--- src/sorted_min_priority_queue_assert.svh ---
// Assertion macros for the sorted minimum priority queue.
// Used at the end of the top level; expects i_clk and i_rst_n in scope.
`ifndef SORTED_MIN_PRIORITY_QUEUE_ASSERT_SVH
`define SORTED_MIN_PRIORITY_QUEUE_ASSERT_SVH

`ifndef SYNTHESIS

// Same-cycle implication, checked out of reset
`define SMPQ_ASSERT_NOW(lbl, ante, cons) \
    lbl: assert property (@(posedge i_clk) disable iff (!i_rst_n) (ante) |-> (cons)) \
        else $error("smpq check failed");

// Next-cycle implication, checked out of reset
`define SMPQ_ASSERT_NEXT(lbl, ante, cons) \
    lbl: assert property (@(posedge i_clk) disable iff (!i_rst_n) (ante) |=> (cons)) \
        else $error("smpq check failed");

`else

`define SMPQ_ASSERT_NOW(lbl, ante, cons)
`define SMPQ_ASSERT_NEXT(lbl, ante, cons)

`endif

`endif

--- src/smpq_pkg.sv ---
// Shared types and constants for the sorted minimum priority queue.
// No dependencies; imported by the controller, the datapath and the top level.
package smpq_pkg;

    localparam int CAPACITY_DEF = 16;

    // Result status codes
    typedef enum logic [1:0] {
        ST_DONE  = 2'd0,
        ST_EMPTY = 2'd1,
        ST_FULL  = 2'd2
    } t_status;

    // Operation codes
    localparam logic OP_INSERT = 1'b0;
    localparam logic OP_REMOVE = 1'b1;

    typedef struct packed {
        logic               kind;
        logic signed [31:0] task_value;
    } t_in_item;

    typedef struct packed {
        logic [1:0]         status;
        logic signed [31:0] removed_value;
        logic signed [31:0] head_value;
        logic [4:0]         entry_count;
    } t_out_item;

    // Controller to datapath
    typedef struct packed {
        logic load;       // capture the accepted item
        logic rd_prev;    // read entry idx-1
        logic rd_idx;     // read entry idx
        logic rd_head;    // read entry 0
        logic wr_up;      // write read data at idx, idx--
        logic wr_val;     // write new value at idx
        logic wr_down;    // write read data at idx-1, idx++
        logic take_rm;    // latch removed value, idx++
        logic cnt_inc;
        logic cnt_dec;
        logic out_load;   // load the result register
    } t_cmd;

    // Datapath to controller
    typedef struct packed {
        logic full;
        logic empty;
        logic idx_zero;
        logic idx_at_cnt;
        logic greater;    // read data > value being inserted
        logic out_free;
    } t_sts;

endpackage

--- src/smpq_ram.sv ---
// Generic single-write, single-read RAM with registered read data.
// No dependencies.
module smpq_ram #(
    parameter int WIDTH = 32,
    parameter int DEPTH = 16
) (
    input  logic                     i_clk,
    input  logic                     i_we,
    input  logic [$clog2(DEPTH)-1:0] i_waddr,
    input  logic [WIDTH-1:0]         i_wdata,
    input  logic                     i_re,
    input  logic [$clog2(DEPTH)-1:0] i_raddr,
    output logic [WIDTH-1:0]         o_rdata
);
    logic [WIDTH-1:0] r_mem [DEPTH];
    logic [WIDTH-1:0] r_rdata;

    // write port
    always_ff @(posedge i_clk) begin
        if (i_we) begin
            r_mem[i_waddr] <= i_wdata;
        end
    end

    // read port, data held until the next read
    always_ff @(posedge i_clk) begin
        if (i_re) begin
            r_rdata <= r_mem[i_raddr];
        end
    end

    assign o_rdata = r_rdata;
endmodule

--- src/smpq_ctrl.sv ---
// Controller for the sorted minimum priority queue: sequences insert scans,
// remove shifts, the head read and the result transfer. Uses smpq_pkg.
module smpq_ctrl (
    input  logic          i_clk,
    input  logic          i_rst_n,
    input  logic          i_in_valid,
    input  logic          i_kind,
    input  smpq_pkg::t_sts i_sts,
    output logic          o_in_ready,
    output smpq_pkg::t_cmd o_cmd
);
    import smpq_pkg::*;

    typedef enum logic [2:0] {
        S_IDLE,
        S_INS_CHK,
        S_INS_CMP,
        S_REM_TAKE,
        S_REM_CHK,
        S_REM_MOVE,
        S_HEAD,
        S_OUT
    } t_state;

    t_state r_state, n_state;
    logic   w_accept;

    assign o_in_ready = (r_state == S_IDLE);
    assign w_accept   = i_in_valid && o_in_ready;

    // next state and commands
    always_comb begin
        n_state = r_state;
        o_cmd   = '0;
        case (r_state)
            S_IDLE: begin
                if (w_accept) begin
                    o_cmd.load = 1'b1;
                    if (i_kind == OP_INSERT) begin
                        n_state = i_sts.full ? S_HEAD : S_INS_CHK;
                    end else if (i_sts.empty) begin
                        n_state = S_HEAD;
                    end else begin
                        o_cmd.rd_head = 1'b1;
                        n_state       = S_REM_TAKE;
                    end
                end
            end
            S_INS_CHK: begin
                if (i_sts.idx_zero) begin
                    o_cmd.wr_val  = 1'b1;
                    o_cmd.cnt_inc = 1'b1;
                    n_state       = S_HEAD;
                end else begin
                    o_cmd.rd_prev = 1'b1;
                    n_state       = S_INS_CMP;
                end
            end
            S_INS_CMP: begin
                if (i_sts.greater) begin
                    o_cmd.wr_up = 1'b1;
                    n_state     = S_INS_CHK;
                end else begin
                    o_cmd.wr_val  = 1'b1;
                    o_cmd.cnt_inc = 1'b1;
                    n_state       = S_HEAD;
                end
            end
            S_REM_TAKE: begin
                o_cmd.take_rm = 1'b1;
                n_state       = S_REM_CHK;
            end
            S_REM_CHK: begin
                if (i_sts.idx_at_cnt) begin
                    o_cmd.cnt_dec = 1'b1;
                    n_state       = S_HEAD;
                end else begin
                    o_cmd.rd_idx = 1'b1;
                    n_state      = S_REM_MOVE;
                end
            end
            S_REM_MOVE: begin
                o_cmd.wr_down = 1'b1;
                n_state       = S_REM_CHK;
            end
            S_HEAD: begin
                o_cmd.rd_head = 1'b1;
                n_state       = S_OUT;
            end
            S_OUT: begin
                if (i_sts.out_free) begin
                    o_cmd.out_load = 1'b1;
                    n_state        = S_IDLE;
                end
            end
            default: begin
                n_state = S_IDLE;
            end
        endcase
    end

    // state register
    always_ff @(posedge i_clk) begin
        if (!i_rst_n) begin
            r_state <= S_IDLE;
        end else begin
            r_state <= n_state;
        end
    end
endmodule

--- src/smpq_dp.sv ---
// Datapath for the sorted minimum priority queue: entry store, count, scan
// index, item registers and the result register. Uses smpq_pkg, smpq_ram.
module smpq_dp #(
    parameter int CAPACITY = smpq_pkg::CAPACITY_DEF
) (
    input  logic                i_clk,
    input  logic                i_rst_n,
    input  smpq_pkg::t_in_item  i_in_data,
    input  smpq_pkg::t_cmd      i_cmd,
    input  logic                i_out_ready,
    output smpq_pkg::t_sts      o_sts,
    output logic                o_out_valid,
    output smpq_pkg::t_out_item o_out_data
);
    import smpq_pkg::*;

    localparam int AW = (CAPACITY > 1) ? $clog2(CAPACITY) : 1;
    localparam int CW = $clog2(CAPACITY + 1);

    logic [CW-1:0]      r_count;
    logic [CW-1:0]      r_idx;
    logic signed [31:0] r_value;
    logic signed [31:0] r_removed;
    logic [1:0]         r_status;
    logic               r_out_valid;
    t_out_item          r_out;

    logic [CW-1:0]      w_idx_m1;
    logic               w_we, w_re;
    logic [AW-1:0]      w_waddr, w_raddr;
    logic [31:0]        w_wdata, w_rdata;
    logic [CW+4:0]      w_cnt_ext;

    assign w_idx_m1 = r_idx - CW'(1);

    // store port muxing
    always_comb begin
        w_we    = i_cmd.wr_up || i_cmd.wr_val || i_cmd.wr_down;
        w_waddr = i_cmd.wr_down ? w_idx_m1[AW-1:0] : r_idx[AW-1:0];
        w_wdata = i_cmd.wr_val ? r_value : w_rdata;
        w_re    = i_cmd.rd_prev || i_cmd.rd_idx || i_cmd.rd_head;
        if (i_cmd.rd_prev) begin
            w_raddr = w_idx_m1[AW-1:0];
        end else if (i_cmd.rd_idx) begin
            w_raddr = r_idx[AW-1:0];
        end else begin
            w_raddr = '0;
        end
    end

    smpq_ram #(
        .WIDTH (32),
        .DEPTH (CAPACITY)
    ) u_store (
        .i_clk   (i_clk),
        .i_we    (w_we),
        .i_waddr (w_waddr),
        .i_wdata (w_wdata),
        .i_re    (w_re),
        .i_raddr (w_raddr),
        .o_rdata (w_rdata)
    );

    // status back to the controller
    always_comb begin
        o_sts.full       = (r_count == CW'(CAPACITY));
        o_sts.empty      = (r_count == '0);
        o_sts.idx_zero   = (r_idx == '0);
        o_sts.idx_at_cnt = (r_idx == r_count);
        o_sts.greater    = ($signed(w_rdata) > r_value);
        o_sts.out_free   = !r_out_valid || i_out_ready;
    end

    // item registers and scan index
    always_ff @(posedge i_clk) begin
        if (i_cmd.load) begin
            r_value   <= i_in_data.task_value;
            r_removed <= '0;
            r_idx     <= (i_in_data.kind == OP_REMOVE) ? '0 : r_count;
            if (i_in_data.kind == OP_INSERT && o_sts.full) begin
                r_status <= ST_FULL;
            end else if (i_in_data.kind == OP_REMOVE && o_sts.empty) begin
                r_status <= ST_EMPTY;
            end else begin
                r_status <= ST_DONE;
            end
        end
        if (i_cmd.take_rm) begin
            r_removed <= w_rdata;
        end
        if (i_cmd.wr_up) begin
            r_idx <= w_idx_m1;
        end else if (i_cmd.wr_down || i_cmd.take_rm) begin
            r_idx <= r_idx + CW'(1);
        end
    end

    // entry count
    always_ff @(posedge i_clk) begin
        if (!i_rst_n) begin
            r_count <= '0;
        end else if (i_cmd.cnt_inc) begin
            r_count <= r_count + CW'(1);
        end else if (i_cmd.cnt_dec) begin
            r_count <= r_count - CW'(1);
        end
    end

    assign w_cnt_ext = {5'd0, r_count};

    // result register
    always_ff @(posedge i_clk) begin
        if (!i_rst_n) begin
            r_out_valid <= 1'b0;
        end else if (i_cmd.out_load) begin
            r_out_valid <= 1'b1;
        end else if (i_out_ready) begin
            r_out_valid <= 1'b0;
        end
    end

    always_ff @(posedge i_clk) begin
        if (i_cmd.out_load) begin
            r_out.status        <= r_status;
            r_out.removed_value <= r_removed;
            r_out.head_value    <= o_sts.empty ? '0 : $signed(w_rdata);
            r_out.entry_count   <= w_cnt_ext[4:0];
        end
    end

    assign o_out_valid = r_out_valid;
    assign o_out_data  = r_out;
endmodule

--- src/sorted_min_priority_queue.sv ---
// Sorted minimum priority queue: up to CAPACITY signed 32-bit values kept in
// ascending order in one RAM; inserts go after equal values, removes take the
// head. Works on one item at a time. In an insert each stored entry greater
// than the new value needs a RAM read, then a write, and one more read and
// compare stops the scan; when the new value becomes the head the scan stops
// at entry 0 with no final compare. In a remove every entry behind the head
// is read and written back one place forward. A rejected item (insert while
// full, remove while empty) skips the scan and goes straight to the head read.
// The single read port with registered data sets these steps. The result
// waits in an output register, so the next item is taken while it is still
// pending. No clearing pass after reset; the store is read past the entry
// count only for the head read of an empty queue, whose value shows as zero.
// entry_count shows the count masked to 5 bits.
module sorted_min_priority_queue #(
    parameter int CAPACITY = smpq_pkg::CAPACITY_DEF
) (
    input  logic                i_clk,
    input  logic                i_rst_n,
    input  logic                i_in_valid,
    output logic                o_in_ready,
    input  smpq_pkg::t_in_item  i_in_data,
    output logic                o_out_valid,
    input  logic                i_out_ready,
    output smpq_pkg::t_out_item o_out_data
);
    import smpq_pkg::*;

    `include "sorted_min_priority_queue_assert.svh"

    t_cmd w_cmd;
    t_sts w_sts;
    logic w_reject;

    smpq_ctrl u_ctrl (
        .i_clk      (i_clk),
        .i_rst_n    (i_rst_n),
        .i_in_valid (i_in_valid),
        .i_kind     (i_in_data.kind),
        .i_sts      (w_sts),
        .o_in_ready (o_in_ready),
        .o_cmd      (w_cmd)
    );

    smpq_dp #(
        .CAPACITY (CAPACITY)
    ) u_dp (
        .i_clk       (i_clk),
        .i_rst_n     (i_rst_n),
        .i_in_data   (i_in_data),
        .i_cmd       (w_cmd),
        .i_out_ready (i_out_ready),
        .o_sts       (w_sts),
        .o_out_valid (o_out_valid),
        .o_out_data  (o_out_data)
    );

    // pending result that carries a reject status
    assign w_reject = o_out_valid && (o_out_data.status != ST_DONE);

    // a rejected item never reports a removed value
    `SMPQ_ASSERT_NOW(a_reject_no_removed, w_reject, o_out_data.removed_value == 0)
    // the count can not be both at capacity and zero
    `SMPQ_ASSERT_NOW(a_full_not_empty, w_sts.full, !w_sts.empty)
    // one item at a time: ready drops after a transfer in
    `SMPQ_ASSERT_NEXT(a_one_in_flight, i_in_valid && o_in_ready, !o_in_ready)
    // the result register is only loaded when free
    `SMPQ_ASSERT_NOW(a_no_overwrite, w_cmd.out_load, w_sts.out_free)
endmodule

--- config.mk ---
export PLATFORM = sky130hd
export DESIGN_NAME = sorted_min_priority_queue
export DESIGN_NICKNAME = d
export VERILOG_FILES = /design/src/smpq_pkg.sv /design/src/smpq_ram.sv /design/src/smpq_ctrl.sv /design/src/smpq_dp.sv /design/src/sorted_min_priority_queue.sv
export VERILOG_INCLUDE_DIRS = /design/src /design/src/src
export SDC_FILE = /design/constraint.sdc
export NUM_CORES = 1
export LEC_CHECK = 0
export BUFFER_PORTS_ARGS = -buffer_cell sky130_fd_sc_hd__buf_2
export CORE_UTILIZATION = 65
export DETAILED_ROUTE_END_ITERATION = 10
export PLACE_DENSITY_LB_ADDON = 0.2
export SLEW_MARGIN = 20
export SYNTH_ARGS = -nofsm -noshare
export SYNTH_HDL_FRONTEND = slang
export SYNTH_SLANG_ARGS = --single-unit
--- constraint.sdc ---
create_clock -name i_clk -period 9.5 [get_ports i_clk]
set_clock_uncertainty 0.2 [all_clocks]
set_input_delay 1.9 -clock i_clk [delete_from_list [all_inputs] [get_ports i_clk]]
set_output_delay 1.9 -clock i_clk [all_outputs]
set_load 0.02 [all_outputs]
* After elaboration in Yosys (flattened, before gate mapping)
Memories as Yosys holds them, arrays and structs flattened. A register that Yosys moved wholly into a read port is not among the register bits. Cells that the tools add are included.
Word-level totals: flip-flop bits (word level) 151, bits in writable memories 512, logic and storage cells 95, memories kept 1
Memory list:
- u_dp.u_store.r_mem | words 16, width 32, rd ports 1, clocked after Yosys merged registers in 1, wr ports 1, line smpq_ram.sv:15 | logic [WIDTH-1:0] r_mem [DEPTH];
Cells by class: add/subtract/negate cells 4, magnitude comparators 1, equal/unequal tests 11, muxes and demuxes 47, bitwise operators 1, reductions and logical operators 19
Operators by type and width (count):
- $mux 32 | 3
- $gt 32x32->1 | 1
- $mux 5 | 6
- $mux 1 | 24
- $mux 3 | 7
- $pmux 3 s7 | 1
- $eq 3x3->1 const B | 4
- $mux 4 | 3
- $add 5x1->5 const B | 2
- $logic_not 5->1 | 2
- $sub 5x1->5 const B | 2
- $eq 3x2->1 const B | 2
- $logic_or 1x1->1 | 6
- $reduce_bool 2->1 | 3
- $eq 5x5->1 | 1
- $eq 5x5->1 const B | 1
- $pmux 1 s2 | 2
- $eq 3x1->1 const B | 1
- $logic_and 1x1->1 | 3
- $logic_not 3->1 | 1
- $reduce_bool 3->1 | 1
- $mux 2 | 1
- $ne 2x1->1 const B | 1
- $ne 2x2->1 const B | 1
- 4 further kinds | 4

* Longest topological paths before layout
Gate-level depths: netlist (run 1).
depth after elaboration 7, depth in mapped cells 17

* By module
From an unflattened synthesis (run 1), not the netlist that was laid out.
Unflattened totals: cell total of the unflattened synthesis 1359, area, all modules 27178.6 um^2
Modules (own cells, without submodules):
- smpq_ram | instances 1, cells each 838, area an instance 20155.6 um^2
- smpq_dp | instances 1, cells each 475, area an instance 6685.2 um^2
- smpq_ctrl | instances 1, cells each 46, area an instance 337.8 um^2

* Least setup slack after synthesis (run 1)
OpenSTA, ideal clock, no wires.
path kind input to register, start input i_out_ready, end register u_dp.r_out (netlist bit u_dp.o_out_data[0]), enable pin, data arrival time 5204 ps, required time 8792 ps, path slack 3588 ps, stages 2, path buffers 0, cell sequence nand2b_1 -> nor2b_1
RTL lines:
- start: declaration | line sorted_min_priority_queue.sv:23 | input logic i_out_ready,
- end: declaration | line smpq_dp.sv:26 | t_out_item r_out;

* Final worst setup path (run 1)
start register u_dp.r_idx[0], end register u_dp.u_store.r_rdata[27] (netlist: u_dp.u_store.o_rdata[27]) (read register of u_dp.u_store.r_mem) (data pin)
Between the ends: cells in the longest elaborated chain, start to end 5
Ends and longest elaborated chain:
- start: declaration | line smpq_dp.sv:21 | logic [CW-1:0] r_idx;
- start signal: assignment | line smpq_dp.sv:79 | r_idx <= (i_in_data.kind == OP_REMOVE) ? '0 : r_count;
- start signal: assignment | line smpq_dp.sv:92 | r_idx <= w_idx_m1;
- start signal: assignment | line smpq_dp.sv:94 | r_idx <= r_idx + CW'(1);
- $eq 5x5->1 / $logic_not 5->1 (equally long branches) | line smpq_dp.sv:69, smpq_dp.sv:68
- $mux 1, on equally long branches | line smpq_ctrl.sv:74, smpq_ctrl.sv:50
- $mux 1 | line smpq_ctrl.sv:35 | case (r_state)
- $mux 4 / $logic_or 1x1->1 (equally long branches) | line smpq_dp.sv:44, smpq_dp.sv:41
- $mux 4 / $logic_or 1x1->1 (equally long branches) | line smpq_dp.sv:42, smpq_dp.sv:41
- end: declaration | line smpq_ram.sv:16 | logic [WIDTH-1:0] r_rdata;
Several ways; a longest one is shown, not always the timed one. A chain may end at the register's enable or synchronous reset.

==> impl_metrics.py, run 1 <==
metrics = {
    "run_status": {
        "run_status": "completed",
    },
    "yosys": {
        "synth_cells": 1522,
        "syn_avg_cell_area_um2": 18.0,
        "seq_area_frac_synth_pct": 75.7,
        "yosys_warnings": 0,
        "synth_cell_types": 64,
        "synth-async-reset-ratio_pct": 0,
        "ys_seq_elements": 695,
        "synth_fp_nets": 1597,
        "synth_flop_cell": "edfxtp_1",
        "synth_area_um2": 27400,
        "synth_edf_count": 686,
    },
    "final_layout": {
        "area_growth_pct": 13.3,
        "nets": 1763,
        "final_area_um2": 31100,
        "drive_above_1_share_pct": 20.9,
        "final_util_pct": 75.4,
    },
    "clock_network": {
        "cts-root-buf": "clkbuf_16",
        "cts_sinks": 695,
        "clkTransAtPathRegs_ns": 0.07,
        "cts_setup_buffers": 0,
        "tritoncts": "done",
        "h-tree-depth": 3,
        "cts.repair.resized": 0,
        "cts.hold.buffers_added": 0,
        "worstSkewPairLatency_ns": 0.59,
        "cts_buffer_depth": 3,
        "cts_buffers": 67,
    },
    "setup_path": {
        "worstReg2RegStart": "u_dp.r_idx[0]$_DFFE_PP_",
        "crit_slowest_cell": "or2b_2",
        "crit_required_ns": 9.63,
        "path_common_cell": "buf_4",
        "critPathMaxFanout": 39,
        "rrSetupSlack_ns": 4.11,
        "path_class": "flip-flop to flip-flop",
        "cpPeakStageDelay_ns": 0.99,
        "timing.critical_path.to": "u_dp.u_store.o_rdata[27]$_DFFE_PP_",
        "start_kind": "flip-flop",
        "startpoint": "u_dp.r_idx[0]$_DFFE_PP_",
        "crit_cells": 12,
        "cp_num_buf_inv": 3,
        "crit_path_end_kind": "flip-flop",
        "reg2reg_depth": 12,
        "crit_chain": "inv_1 -> ha_1 -> nand2b_4 -> nor3_2 -> nand2b_1 -> nor2_2 -> a21oi_4 -> buf_4 -> buf_4 -> or2b_2 -> o22ai_1 -> or3_1",
        "crit_family": "simple AND/OR/NAND/NOR gates",
        "critPathArrivalTime_ns": 5.52,
        "reg2reg_to": "u_dp.u_store.o_rdata[27]$_DFFE_PP_",
    },
    "drt": {
        "dr.pass1.iters": 6,
        "drt_iter0_markers": 1829,
        "routed_wl_mm": 60.5,
        "routed_via_density": 6.50,
        "drc": 0,
        "wire_per_inst_um": 26.7,
        "vias": 14800,
        "ant_nets": 0,
    },
    "power": {
        "p_per_area_nw_per_um2": 338,
        "fin_total_pwr_mw": 10.5,
        "p_leak_nw": 11.4,
        "vdd_drop_max_v": 0.000274,
    },
    "global_route": {
        "antenna_found_initial": 1,
        "global_route.usage.total_pct": 28.5,
        "grt-ovfl-total": 0,
        "grt_max_degree": 61,
        "grt_pass1_vias": 14500,
        "grt_pass1_wl_mm": 89.1,
    },
    "die": {
        "die_y_um": 207,
        "fp.coreArea_um2": 41200,
        "start_util_pct": 66.6,
        "placementRows": 74,
        "dieArea_um2": 43000,
        "die_w_um": 207,
        "io_pins": 110,
    },
    "place": {
        "place_area_um2": 28900,
        "gp_congestion": 0.882,
        "io_buffer_count": 109,
        "dp_slack_ns": 4.16,
        "dp_hpwl_mm": 33.9,
    },
    "timing": {
        "final.setup.worst_slack_ns": 4.11,
        "hold_violations": 0,
        "finalSetupViolCount": 0,
        "slew-limit-headroom_pct": 22.5,
        "finalCriticalPeriod_ns": 5.39,
        "worstMarginPinSlew_ns": 1.16,
        "min_period_over_period_pct": 56.7,
        "rsz0062_at_grt": "false",
        "setup_tns_ns": 0,
        "drv_slew": 0,
        "fmax_mhz": 186,
    },
    "min_path": {
        "holdCritPathClass": "flip-flop to flip-flop",
    },
    "run": {
        "maxCapViolCount": 0,
    },
}
-- routing by layer --
metal | wire length (um) | track usage [%] | vias up
met1 | 24000 | 41.1 | 7426
met4 | 1730 | 9.70 | 0
li1 | - | - | 6377
met3 | 6320 | 6.31 | 140
met5 | 0 | 0 | -
met2 | 28400 | 44.0 | 823
-- final cells by class --
class	count	area [um^2]
Clock inverter	38	365
Tap cell	532	666
Multi-Input combinational cell	715	6320
Antenna cell	2	5.00
Timing Repair Buffer	169	1020
Clock buffer	79	1780
Sequential cell	695	20800
Fill cell	2253	10100
Inverter	40	150
-- through the flow --
step / std cells / hold WS (ns)
after floorplan: 1522 / 0.200
after CTS: 2268 / 0.214
after detailed placement: 2151 / 0.205
after global routing: 2268 / 0.213
final: 2270 / 0.215
after global placement: 2150 / 0.201
-- power breakdown --
group,internal (mW),switching (mW)
Clock,1.51,1.10
Combinational,1.15,2.05
Sequential,4.41,0.274
-- worst min path at each step --
stage	startpoint	end	slack, ns	depth (start not counted)
after floorplan	u_dp.r_removed[0]$_SDFFCE_PN0P_	u_dp.o_out_data[37]$_DFFE_PP_	0.20	0
after global placement	u_dp.r_removed[27]$_SDFFCE_PN0P_	u_dp.o_out_data[64]$_DFFE_PP_	0.20	0
after detailed placement	u_dp.r_removed[3]$_SDFFCE_PN0P_	u_dp.o_out_data[40]$_DFFE_PP_	0.20	0
after CTS	u_dp.r_removed[3]$_SDFFCE_PN0P_	u_dp.o_out_data[40]$_DFFE_PP_	0.21	0
after global routing	u_dp.r_removed[9]$_SDFFCE_PN0P_	u_dp.o_out_data[46]$_DFFE_PP_	0.21	0
final	u_dp.r_removed[3]$_SDFFCE_PN0P_	u_dp.o_out_data[40]$_DFFE_PP_	0.22	0
-- flip-flops by register name, summed over array words and instances, names as in the netlist --
name	flops
u_dp.r_status	2
u_dp.r_count	5
u_dp.r_removed	32
u_ctrl.r_state	3
u_dp.r_value	32
u_dp.o_out_valid	1
u_dp.o_out_data	71
u_dp.r_idx	5
u_dp.u_store.o_rdata	32
u_dp.u_store.r_mem	512
-- worst reg2reg max path, delay by kind of cell (launching register included) --
family | cells | cell delay (ns)
compound gates | 2 | 0.36
fa+ha+maj | 1 | 0.40
buf+inv | 3 | 1.48
flops | 1 | 0.58
simple gates | 6 | 2.10
-- synth_stat cells, types with 8 or more instances --
cell | instances | area share, %
edfxtp_1 | 686 | 75
mux2i_1 | 132 | 4.8
o22ai_1 | 66 | 1.5
mux4_2 | 64 | 5.3
nand2_1 | 60 | 0.82
o21ai_0 | 51 | 0.93
inv_1 | 40 | 0.55
ha_1 | 37 | 1.7
and2_1 | 36 | 0.82
clkbuf_1 | 36 | 0.49
nor2b_1 | 36 | 0.82
a22o_1 | 32 | 1.0
nor2_1 | 32 | 0.44
or3_1 | 32 | 0.73
a21oi_1 | 28 | 0.51
buf_2 | 27 | 0.49
nand4_1 | 15 | 0.34
nand2b_1 | 11 | 0.25
dfxtp_1 | 9 | 0.66
nand3_1 | 8 | 0.15
-- logic make-up (layout without fill, tap and decap cells) --
logic type                 Yosys count  count (layout)  synth area share, %
and+or+nand+nor                    256             256                 5.07
adders and majority gates           38              38                 1.76
other                                0               2                    0
muxes                              198             198                 10.2
xor gates and xnor gates            11              11                0.351
buffers and inverters              112             326                 1.81
DFF                                695             695                 75.7
AOI/OAI and AO/OA                  212             212                 5.13
-- cell usage in the layout, fill, tap and decap left out, types with 3 or more instances in the layout --
master	n
o21ai_0	49
nand2_1	59
mux2i_1	132
a21oi_1	27
inv_1	39
bufinv_16	6
and2_1	36
dfxtp_1	9
nand2b_1	11
or2_2	3
a211oi_1	3
or3_1	32
a22o_1	32
nor2_4	16
nor3_1	5
or4_1	3
xnor2_1	7
clkbuf_16	69
nand4_1	15
inv_6	4
o22ai_1	65
nor2_1	14
edfxtp_1	686
nand3_1	8
nor2_2	3
buf_4	59
mux4_2	64
xor2_1	4
o32a_1	3
buf_2	109
clkinv_1	15
a21o_1	6
nor2b_1	35
ha_1	37
clkinv_2	9
clkbuf_1	8
Note: power is estimated with default switching activity, not from simulation.
==> run 2: changes to the inputs <==
--- a/config.mk
+++ b/config.mk
@@ -7,7 +7,7 @@
 export NUM_CORES = 1
 export LEC_CHECK = 0
 export BUFFER_PORTS_ARGS = -buffer_cell sky130_fd_sc_hd__buf_2
-export CORE_UTILIZATION = 65
+export CORE_UTILIZATION = 61
 export DETAILED_ROUTE_END_ITERATION = 10
 export PLACE_DENSITY_LB_ADDON = 0.2
 export SLEW_MARGIN = 20
==> constraint.sdc (replaced) <==
create_clock -name i_clk -period 5.35 [get_ports i_clk]
set_clock_uncertainty 0.2 [all_clocks]
set_input_delay 1.07 -clock i_clk [delete_from_list [all_inputs] [get_ports i_clk]]
set_output_delay 1.07 -clock i_clk [all_outputs]
set_load 0.02 [all_outputs]
==> run 2 against run 1 <==
Die area grew 6.5%. Clock power is 92% higher. Sequential power increased by 76%. Global-route usage is 0.67 points lower. Hold slack better by 0.0012 ns. Wire length is 4.1% higher. Maximum frequency is 20% higher. Combinational power grew 88%. Clock-buffer cell count is 16 higher. Flip-flop and latch count unchanged. Worst setup slack got worse by 3.3 ns. Sequential share of layout area is 0.94 points lower. Critical endpoint is now u_dp.u_store.o_rdata[21]$_DFFE_PP_. Highest routed layer unchanged.
==> impl_metrics.py, run 2 (synthesized netlist as in run 1, its figures left out) <==
metrics = {
    "run_status": {
        "run_status": "completed",
    },
    "setup_path": {
        "critPathArrivalTime_ns": 4.61,
        "start_kind": "flip-flop",
        "critPathMaxFanout": 106,
        "timing.critical_path.to": "u_dp.u_store.o_rdata[21]$_DFFE_PP_",
        "crit_path_end_kind": "flip-flop",
        "crit_chain": "inv_1 -> ha_1 -> nand2b_4 -> nor3_2 -> nand2b_1 -> nor2_1 -> a21oi_4 -> buf_12 -> mux4_2 -> a22o_1 -> or3_1",
        "startpoint": "u_dp.r_idx[0]$_DFFE_PP_",
        "path_class": "flip-flop to flip-flop",
        "cpPeakStageDelay_ns": 0.61,
        "rrSetupSlack_ns": 0.85,
        "crit_slowest_cell": "edfxtp_1",
        "reg2reg_depth": 11,
        "reg2reg_to": "u_dp.u_store.o_rdata[21]$_DFFE_PP_",
        "worstReg2RegStart": "u_dp.r_idx[0]$_DFFE_PP_",
        "crit_required_ns": 5.47,
    },
    "clock_network": {
        "cts.hold.buffers_added": 0,
        "cts.repair.resized": 0,
        "worstSkewPairLatency_ns": 0.60,
        "cts_buffer_depth": 3,
        "cts_setup_buffers": 0,
        "cts_buffers": 69,
        "clkTransAtPathRegs_ns": 0.06,
        "cts-root-buf": "clkbuf_16",
        "h-tree-depth": 3,
        "tritoncts": "done",
        "cts_sinks": 695,
    },
    "final_layout": {
        "layout_common_cells": "686 x edfxtp_1, 132 x mux2i_1, 109 x buf_2",
        "largest_reg_flops": 512,
        "nets": 1777,
        "drive_above_1_share_pct": 21.2,
        "final_area_um2": 31500,
        "area_growth_pct": 14.9,
        "n_antenna_cell": 0,
        "regMostFlops": "u_dp.u_store.r_mem",
        "mostFrequentLayoutCell": "edfxtp_1",
        "fin_cells": 2347,
    },
    "power": {
        "p_per_area_nw_per_um2": 611,
        "fin_total_pwr_mw": 19.3,
        "p_leak_nw": 11.6,
        "vdd_drop_max_v": 0.000452,
    },
    "global_route": {
        "grt_use_met2_pct": 44.3,
        "grt_util_met3_pct": 4.70,
        "met1_usage_pct": 40.2,
        "grt-ovfl-total": 0,
        "grt_pass1_wl_mm": 93.2,
        "antenna_found_initial": 1,
        "global_route.usage.total_pct": 27.9,
        "grt_pass1_vias": 14700,
        "grt_max_degree": 107,
        "grt_busiest_layer": "met2",
    },
    "run": {
        "maxCapViolCount": 0,
    },
    "drt": {
        "vias": 15000,
        "ant_nets": 0,
        "routed_via_density": 6.37,
        "dr.pass1.iters": 5,
        "wire_per_inst_um": 26.8,
        "drt_iter0_markers": 1808,
        "drc": 0,
        "routed_wl_mm": 63.0,
    },
    "place": {
        "placedCellCount": 2223,
        "place_area_um2": 29200,
        "io_buffer_count": 109,
        "dp_hpwl_mm": 36.4,
        "gp_congestion": 0.887,
    },
    "timing": {
        "finalCriticalPeriod_ns": 4.50,
        "worstMarginPinSlew_ns": 1.07,
        "drv_slew": 0,
        "fmax_mhz": 222,
        "min_period_over_period_pct": 84.0,
        "finalSetupViolCount": 0,
        "hold_violations": 0,
        "rsz0062_at_grt": "false",
        "slew-limit-headroom_pct": 28.9,
        "setup_tns_ns": 0,
    },
    "die": {
        "dieArea_um2": 45800,
        "io_pins": 110,
        "start_util_pct": 61.9,
        "die_w_um": 214,
        "die_y_um": 214,
        "fp.coreArea_um2": 44300,
        "placementRows": 77,
    },
    "min_path": {
        "holdPathStages": 0,
        "holdCritPathClass": "flip-flop to flip-flop",
    },
}
-- run 2: cell count changes in the layout (fill, tap and decap cells not counted), sizes merged --
cell	previous run	this run
inv	44	41
diode	2	0
clkbuf	79	95
buf	169	181
clkinv	27	17
bufinv	6	10
-- run 2: area by class of cell --
class	instances	area [um^2]
multi-input combinational	715	6310
timing repair buffer	181	1190
tap	592	741
fill	2711	12800
inverter	40	150
clock inverter	29	409
clock buffer	95	1950
sequential	695	20800
-- run 2: how the worst min path moves through the flow --
stage | startpoint | endpoint | slack [ns]
floorplan | u_dp.r_removed[0]$_SDFFCE_PN0P_ | u_dp.o_out_data[37]$_DFFE_PP_ | 0.20
global placement | u_dp.r_removed[24]$_SDFFCE_PN0P_ | u_dp.o_out_data[61]$_DFFE_PP_ | 0.20
detailed placement | u_dp.r_removed[11]$_SDFFCE_PN0P_ | u_dp.o_out_data[48]$_DFFE_PP_ | 0.20
CTS | u_dp.r_removed[22]$_SDFFCE_PN0P_ | u_dp.o_out_data[59]$_DFFE_PP_ | 0.22
global route | u_dp.r_removed[11]$_SDFFCE_PN0P_ | u_dp.o_out_data[48]$_DFFE_PP_ | 0.22
finish | u_dp.r_removed[22]$_SDFFCE_PN0P_ | u_dp.o_out_data[59]$_DFFE_PP_ | 0.22
-- run 2: worst max-delay path: cells and delay by family, from the launching register on --
| kind | cells | cell delay, ns |
|---|---|---|
| flip-flops | 1 | 0.61 |
| multiplexers | 1 | 0.41 |
| AO/OA/AOI/OAI | 2 | 0.48 |
| adder cells (fa/ha/maj) | 1 | 0.45 |
| AND/OR/NAND/NOR | 5 | 1.20 |
| buffers and inverters | 2 | 0.67 |
-- run 2: routing by layer --
metal / vias up / part of all wire [%]
met5: - / 0
met1: 7604 / 41
li1: 6418 / -
met2: 819 / 48
met4: 0 / 2.4
met3: 111 / 9.0
-- run 2: stage by stage --
stage                     utilization, %  worst slack [ns]  hold slack [ns]
after floorplan                        -             0.268            0.200
after global placement              65.8             0.962            0.201
after detailed placement            65.8             0.958            0.205
after CTS                           71.1             0.945            0.216
after global routing                71.1             0.688            0.221
final                               71.1             0.854            0.217
-- run 2: power breakdown --
part / internal (mW) / switching (mW)
Clock: 3.04 / 1.97
Sequential: 7.83 / 0.411
Combinational: 2.12 / 3.90
